File: src/rtl/gsbf_pkg.sv
package gsbf_pkg;

  localparam logic [31:0] CRC_POLY = 32'hEDB88320;
  localparam logic [31:0] CRC_INIT = 32'hFFFFFFFF;

  localparam int POS_W = 5;
  localparam logic [POS_W-1:0] POS_FIRST = 5'd0;
  localparam logic [POS_W-1:0] POS_DATA  = 5'd15;
  localparam logic [POS_W-1:0] POS_LAST  = 5'd23;

  typedef struct packed {
    logic        first;
    logic        last;
    logic [7:0]  data;
    logic [15:0] len;
    logic [15:0] taken;
    logic [31:0] crc;
  } job_t;

  function automatic logic [31:0] crc_byte(input logic [31:0] c_in, input logic [7:0] b);
    logic [31:0] c;
    c = c_in ^ {24'd0, b};
    for (int k = 0; k < 8; k++) begin
      c = c[0] ? (CRC_POLY ^ (c >> 1)) : (c >> 1);
    end
    return c;
  endfunction

  function automatic logic [7:0] stream_byte(input job_t j, input logic [POS_W-1:0] pos);
    logic [15:0] inv;
    logic [7:0]  b;
    inv = ~j.len;
    case (pos)
      5'd0:    b = 8'h1F;
      5'd1:    b = 8'h8B;
      5'd2:    b = 8'h08;
      5'd8:    b = 8'h02;
      5'd9:    b = 8'hFF;
      5'd10:   b = 8'h01;
      5'd11:   b = j.len[7:0];
      5'd12:   b = j.len[15:8];
      5'd13:   b = inv[7:0];
      5'd14:   b = inv[15:8];
      5'd15:   b = j.data;
      5'd16:   b = j.crc[7:0];
      5'd17:   b = j.crc[15:8];
      5'd18:   b = j.crc[23:16];
      5'd19:   b = j.crc[31:24];
      5'd20:   b = j.taken[7:0];
      5'd21:   b = j.taken[15:8];
      default: b = 8'h00;
    endcase
    return b;
  endfunction

endpackage

File: src/rtl/gzip_stored_block_framer.sv
// Wraps a stream of payload bytes into gzip members, each holding one
// final stored deflate block of cfg-set length (1 to 65535 bytes).
// in_*: payload bytes, one request per byte. out_*: the gzip stream, one
// byte per request; out_tlast marks the last byte caused by an input byte
// and out_tuser marks the final footer byte of a member.
// cfg_*: writes the frame length; the user must write it only while the
// block is idle, which the block does not enforce. A byte is held in one
// job register and played out through a registered output stage. Mid-frame,
// payload streams at one byte per cycle while out_tready is high. The first
// byte of a frame is preceded by 15 header bytes and the last byte is
// followed by 8 footer bytes, which a sequence counter steps through. The
// next byte is accepted in the cycle the current job sends its final result.
// When out_tready is low the output register holds and the job waits behind
// it. Reset presets the running CRC, clears the byte count, sets the frame
// length to one and empties both stages.
module gzip_stored_block_framer (
  input  logic        clk,
  input  logic        rst_n,
  input  logic        in_tvalid,
  output logic        in_tready,
  input  logic [7:0]  in_tdata,   // [7:0] data_byte
  output logic        out_tvalid,
  input  logic        out_tready,
  output logic [7:0]  out_tdata,  // [7:0] out_byte
  output logic        out_tlast,  // run_last
  output logic [0:0]  out_tuser,  // [0] member_end
  input  logic        cfg_valid,
  output logic        cfg_ready,
  input  logic [15:0] cfg_data    // [15:0] frame_length
);
  import gsbf_pkg::*;

  logic [15:0]      frame_len_r;
  logic [31:0]      crc_r, crc_nxt;
  logic [15:0]      count_r, count_nxt;
  logic             job_valid_r, job_valid_nxt;
  job_t             job_r, job_nxt;
  logic [POS_W-1:0] pos_r, pos_nxt;
  logic             out_valid_r;
  logic [7:0]       out_byte_r;
  logic             out_last_r;
  logic             out_end_r;

  logic [15:0]      eff_len;
  logic [16:0]      taken;
  logic [31:0]      crc_upd;
  logic             in_acc;
  logic             out_load;
  logic [POS_W-1:0] job_end;
  logic             job_done;

  assign cfg_ready  = 1'b1;
  assign eff_len    = (frame_len_r == 16'd0) ? 16'd1 : frame_len_r;
  assign taken      = {1'b0, count_r} + 17'd1;
  assign crc_upd    = crc_byte(crc_r, in_tdata);

  assign out_load   = !out_valid_r || out_tready;
  assign job_end    = job_r.last ? POS_LAST : POS_DATA;
  assign job_done   = job_valid_r && out_load && (pos_r == job_end);
  assign in_tready  = !job_valid_r || job_done;
  assign in_acc     = in_tvalid && in_tready;

  always_comb begin
    crc_nxt       = crc_r;
    count_nxt     = count_r;
    job_nxt       = job_r;
    job_valid_nxt = job_valid_r;
    pos_nxt       = pos_r;
    if (job_valid_r && out_load) begin
      pos_nxt = pos_r + 5'd1;
      if (pos_r == job_end) begin
        job_valid_nxt = 1'b0;
      end
    end
    if (in_acc) begin
      job_valid_nxt = 1'b1;
      job_nxt.first = (count_r == 16'd0);
      job_nxt.last  = (taken >= {1'b0, eff_len});
      job_nxt.data  = in_tdata;
      job_nxt.len   = eff_len;
      job_nxt.taken = taken[15:0];
      job_nxt.crc   = ~crc_upd;
      pos_nxt       = (count_r == 16'd0) ? POS_FIRST : POS_DATA;
      if (taken >= {1'b0, eff_len}) begin
        crc_nxt   = CRC_INIT;
        count_nxt = 16'd0;
      end else begin
        crc_nxt   = crc_upd;
        count_nxt = taken[15:0];
      end
    end
  end

  always_ff @(posedge clk) begin
    if (!rst_n) begin
      frame_len_r <= 16'd1;
      crc_r       <= CRC_INIT;
      count_r     <= 16'd0;
      job_valid_r <= 1'b0;
      pos_r       <= POS_FIRST;
      out_valid_r <= 1'b0;
    end else begin
      if (cfg_valid && cfg_ready) begin
        frame_len_r <= cfg_data;
      end
      crc_r       <= crc_nxt;
      count_r     <= count_nxt;
      job_valid_r <= job_valid_nxt;
      pos_r       <= pos_nxt;
      if (out_load) begin
        out_valid_r <= job_valid_r;
      end
    end
  end

  always_ff @(posedge clk) begin
    job_r <= job_nxt;
    if (out_load && job_valid_r) begin
      out_byte_r <= stream_byte(job_r, pos_r);
      out_last_r <= (pos_r == job_end);
      out_end_r  <= job_r.last && (pos_r == POS_LAST);
    end
  end

  assign out_tvalid   = out_valid_r;
  assign out_tdata    = out_byte_r;
  assign out_tlast    = out_last_r;
  assign out_tuser[0] = out_end_r;

  a_end_is_last: assert property (@(posedge clk) disable iff (!rst_n)
    out_valid_r && out_end_r |-> out_last_r)
    else $error("member end without run end");

  a_pos_range: assert property (@(posedge clk) disable iff (!rst_n)
    job_valid_r |-> (pos_r <= job_end) && (job_r.first || pos_r >= POS_DATA))
    else $error("sequence position out of range");

  a_accept_at_end: assert property (@(posedge clk) disable iff (!rst_n)
    in_acc && job_valid_r |-> out_load && (pos_r == job_end))
    else $error("input accepted while job still running");

  a_count_bound: assert property (@(posedge clk) disable iff (!rst_n)
    in_acc && (taken < {1'b0, eff_len}) |=> (count_r != 16'd0))
    else $error("byte count lost mid-frame");

endmodule
File: config.mk
export PLATFORM = sky130hd
export DESIGN_NAME = gzip_stored_block_framer
export DESIGN_NICKNAME = d
export VERILOG_FILES = /design/src/rtl/gsbf_pkg.sv /design/src/rtl/gzip_stored_block_framer.sv
export SDC_FILE = /design/constraint.sdc
export NUM_CORES = 1
export LEC_CHECK = 0
export BUFFER_PORTS_ARGS = -buffer_cell sky130_fd_sc_hd__buf_2
export CORE_MARGIN = 4
export CORE_UTILIZATION = 60
export DETAILED_ROUTE_END_ITERATION = 7
export GPL_ROUTABILITY_DRIVEN = 0
export HOLD_SLACK_MARGIN = 0.1
export PLACE_DENSITY = 0.78
export SYNTH_ARGS = -nofsm -noshare
export SYNTH_HDL_FRONTEND = slang
export SYNTH_SLANG_ARGS = --single-unit
export TNS_END_PERCENT = 50
File: constraint.sdc
create_clock -name clk -period 4.9 [get_ports clk]
set_clock_uncertainty 0.05 [all_clocks]
set_input_delay 0 -clock clk [delete_from_list [all_inputs] [get_ports clk]]
set_output_delay 0 -clock clk [all_outputs]
set_load 0.02 [all_outputs]
After elaboration in Yosys (flattened, before gate mapping)
Cells that the tools add are included.
Operators by class
  eq/ne operators: 18
  bitwise operators: 11
  multiplexer cells: 19
  $add $sub $neg: 2
  $lt $le $gt $ge: 1
  reductions and logical operators: 14
Operators with widths (number)
  $mux W32: 9
  $pmux W8 S17: 1
  $not A13 Y14: 8
  $eq A5 B4 Y1 const B: 8
  $eq A5 B5 Y1 const B: 7
  $logic_not A16 Y1: 2
  $mux W16: 2
  $not A32 Y32: 1
  $xor A32 B8 Y32: 1
  $add A16 B1 Y17 const B: 1
  $ge A17 B16 Y1: 1
  $not A16 Y16: 1
  $mux W5: 3
  $add A5 B1 Y5 const B: 1
  $eq A5 B1 Y1 const B: 1
  $eq A5 B2 Y1 const B: 1
  $eq A5 B5 Y1: 1
  $logic_not A5 Y1: 1
  $logic_and A1 B1 Y1: 4
  $mux W4: 1
  $reduce_bool A2 Y1: 2
  $mux W1: 3
  $logic_not A1 Y1: 2
  $logic_or A1 B1 Y1: 2
  $reduce_and A2 Y1: 1
Word-level totals
  logic and storage cells: 79
  bits in registers: 154

Logic depth before layout (Yosys ltp)
  depth in word-level cells: 18
  gate-level depth with buffers: 14
  depth with buffers taken out: 12

Worst setup path before layout
Ideal clock, no wire load.
  path kind: register -> register
  start: register count_r[0]
  end: register crc_r[31]
  data arrival time: 3.236 ns
  data required time: 4.722 ns
  setup slack: 1.486 ns
  period minus slack after synthesis: 3.414 ns
  stages on the path, launching flop included: 13
  buffers on the path: 1
  cells stage by stage: dfxtp_1 ha_1 nand3_1 nor4_1 xor2_1 ha_1 a21o_1 a21o_1 a31oi_1 nand3_2 buf_6 o32ai_1 nand2_1
Between the ends
  word-level cells in the longest chain between the ends: 3
RTL lines
  start: declaration: RTL line gzip_stored_block_framer.sv:35  | logic [15:0] count_r, count_nxt;
  start signal: assignment: RTL line gzip_stored_block_framer.sv:107  | count_r <= count_nxt;
  $add A16 B1 Y17: RTL line gzip_stored_block_framer.sv:54  | assign taken = {1'b0, count_r} + 17'd1;
  via taken[14]: RTL line gzip_stored_block_framer.sv:45  | logic [16:0] taken;
  $ge A17 B16 Y1: RTL line gzip_stored_block_framer.sv:84  | if (taken >= {1'b0, eff_len}) begin
  $mux W32: RTL line gzip_stored_block_framer.sv:84
  end signal: assignment: RTL line gzip_stored_block_framer.sv:106  | crc_r <= crc_nxt;
  end: declaration: RTL line gzip_stored_block_framer.sv:34  | logic [31:0] crc_r, crc_nxt;
The timed path passes the listed nets, and every way through them passes these cells.
A chain may end at the register's enable or synchronous reset.

Worst setup path in the final report
  start: register count_r[0]
  end: register crc_r[4]
Same word-level chain as after synthesis.

==> flow_summary.yaml <==
drt:
  drt_wl_total_um: 19450
  dr.pass1.iters: 7
  dr.first_iter.drc_count: 858
  detail-route-antenna-nets: 0
  post_drt_wl_per_cell_um: 20.34
  route.detailed.drc: 0
  viasPerCell: 6.134
  vias: 5864
global_route:
  grt_pass1_vias: 5774
  grt_pass1_wl_um: 30970
  grt_max_degree: 74
  antenna_found_initial: 0
  grt_usage_pct: 27.60
  grt-ovfl-total: 0
critical_path:
  crit_path_start_kind: "register"
  required_ns: 5.11
  cp_max_fo: 37
  worstSetupPathType: "register to register"
  r2r_start: "count_r[0]$_SDFFE_PN0P_"
  reg2regPathDepth: 12
  crit_start: "count_r[0]$_SDFFE_PN0P_"
  cp.arrival_ns: 4.28
  crit_path_end_kind: "register"
synth:
  synth_cell_types: 59
  synth_area_um2: 7769
  synth_edf_count: 83
  ys_ff_latch: 154
  syn-mean-instance-area_um2: 10.75
  synth_nets: 775
  synthArstFlopShare_pct: 0
  ys.flop_type: "edfxtp_1"
  syn_inst: 723
  seq_area_frac_synth_pct: 50.38
  yosys_warnings: 0
die:
  start_util_pct: 61.31
  die-area_um2: 14830
  design.core.area_um2: 12670
  fp.dieW_um: 121.8
  rows: 41
  ios: 42
  dieHeight_um: 121.8
hold_path:
  min_from: "cfg_valid"
  worstHoldPathCells: 3
  hold_class: "primary input to register"
cts:
  cts_sinks: 154
  htree_levels: 4
  numCtsBuffers: 17
  cts_tree: "built"
  clock_latency_ns: 0.43
  clockRootBuffer: "clkbuf_16"
  cts_resized: 0
  clock_path_buffers: 2
  clkTransAtPathRegs_ns: 0.06
sta:
  rsz0062_at_grt: "false"
  drv_slew: 0
  max_slew.worst_pin.slew_ns: 1.163
  period_minus_slack_ns: 4.069
  hold_violations: 0
  fin_crit_sh_pct: 83.03
  finalHoldWorstSlack_ns: 0.1335
  setup_viol: 0
  maxSlewHeadroom_pct: 22.44
  tns_ns: 0
  clock.fmax_mhz: 245.8
final_layout:
  syn_to_final_growth_pct: 14.46
  drive_gt1_share_pct: 11.61
  instances_no_fill: 956
  layout.nets: 823
  utilization_pct: 70.18
  n_fill_cell: 886
  n_antenna_cell: 0
pwr:
  vdd_drop_max_v: 0.0002935
  power_leakage_nw: 3.394
  power_density_nw_per_um2: 521.7
outcome:
  outcome: "finished, final reports clean"
place:
  dpl.hpwl_um: 12610
  io_buffers: 40
  dp.cells: 884
run:
  max_cap_viol_count: 0
-- where the power goes --
group | leakage (nW) | internal (mW) | switching, mW
combinational | 1.75 | 0.619 | 0.882
sequential | 1.38 | 1.74 | 0.153
clock | 0.261 | 0.722 | 0.519
-- layer usage --
metal,vias to the layer above,GRT usage [%],wire length (um)
met4,0,14.01,882
met2,309,42.85,9039
li1,2661,-,-
met5,-,0,0
met1,2816,36.60,7956
met3,78,6.128,1569
-- area by class of cell --
type	count	area, um2	area share, %
Clock buffer	21	460.4	5.178
Clock inverter	11	96.34	1.083
Inverter	44	167.7	1.885
Multi-Input combinational cell	470	3408	38.33
Sequential cell	154	3914	44.01
Tap cell	172	215.2	2.420
Timing Repair Buffer	84	630.6	7.092
-- layout by cell type (no fill, tap or decap), types with 3 or more instances in the layout --
master	n
ha_1	23
o21a_1	4
nand4_1	13
edfxtp_1	83
o32ai_1	16
and4_1	3
nor4_1	6
nor2b_1	19
a22oi_1	6
a21boi_0	4
clkinvlp_4	5
a211oi_1	5
clkbuf_16	17
o21ai_0	33
and3b_1	3
a21oi_1	21
a31oi_1	3
nand2_1	50
xnor2_2	6
dfxtp_1	71
xnor2_1	42
dlygate4sd3_1	40
o31ai_1	4
nand3_1	18
nor2_1	37
and2_1	22
and3_1	6
nor3_1	8
xor2_1	31
nor3b_1	23
buf_4	4
a21o_1	4
buf_2	40
a221oi_1	6
mux2i_1	17
a222oi_1	7
clkinv_2	4
inv_1	43
-- synth_stat cells (18+ instances only) --
cell | n | share of area [%]
edfxtp_1 | 83 | 32
o21ai_0 | 33 | 2.1
nor3b_1 | 23 | 2.2
xor2_1 | 31 | 3.5
nand3_1 | 18 | 1.2
nand2_1 | 50 | 2.4
ha_1 | 23 | 3.7
nor2b_1 | 19 | 1.5
a21oi_1 | 22 | 1.4
dfxtp_1 | 71 | 18
and2_1 | 22 | 1.8
inv_1 | 43 | 2.1
xnor2_1 | 42 | 4.7
clkbuf_1 | 43 | 2.1
nor2_1 | 37 | 1.8
-- critical path: stages (launching register included) --
cell and delay (ns):
dfxtp_1 0.44, ha_1 0.24, nand3_1 0.19, nor4_1 0.53, xor2_1 0.32, ha_1 0.31
a21o_1 0.16, a21o_1 0.17, a31oi_1 0.58, nand3_2 0.12, buf_4 0.30, o32ai_1 0.37
nand2_1 0.10
-- final timing paths --
check                                 to  slack, ns
min reg2reg       crc_r[30]$_SDFFE_PN1P_       0.46
min          frame_len_r[7]$_SDFFE_PN0P_       0.13
max                crc_r[4]$_SDFFE_PN1P_       0.83
max reg2reg        crc_r[4]$_SDFFE_PN1P_       0.83
-- state kept, by name (all words and copies together), names as in the netlist --
register and cells:
crc_r 32, frame_len_r 16, out_tlast 1, out_tuser 1, job_valid_r 1, out_tdata 8
count_r 16, out_tvalid 1, pos_r 5, job_r 73
-- logic make-up (layout without fill, tap and decap cells) --
group / after synthesis / count (layout) / synth area share, %
compound gates: 129 / 129 / 11.55
xor+xnor: 85 / 85 / 11.42
fa+ha+maj: 23 / 23 / 3.704
buf+inv: 99 / 160 / 5.895
flops: 154 / 154 / 50.38
mux: 17 / 17 / 2.190
other cells: 1 / 1 / 0.04827
simple gates: 215 / 215 / 14.82
-- metrics by stage --
step | cell area [um2] | total power, mW | setup slack (ns)
after floorplan | 7769 | 2.960 | 1.486
after global placement | 7935 | 3.282 | 1.230
after detailed placement | 7935 | 3.336 | 1.030
after CTS | 8892 | 4.600 | 0.9402
after global routing | 8892 | 4.840 | 0.5370
final | 8892 | 4.639 | 0.8314
-- timing repair --
action	in CTS	in global routing
hold endpoints to repair	30	0
hold buffers	40	0
setup buffers	0	0
Power figures use the tool's default switching activity.
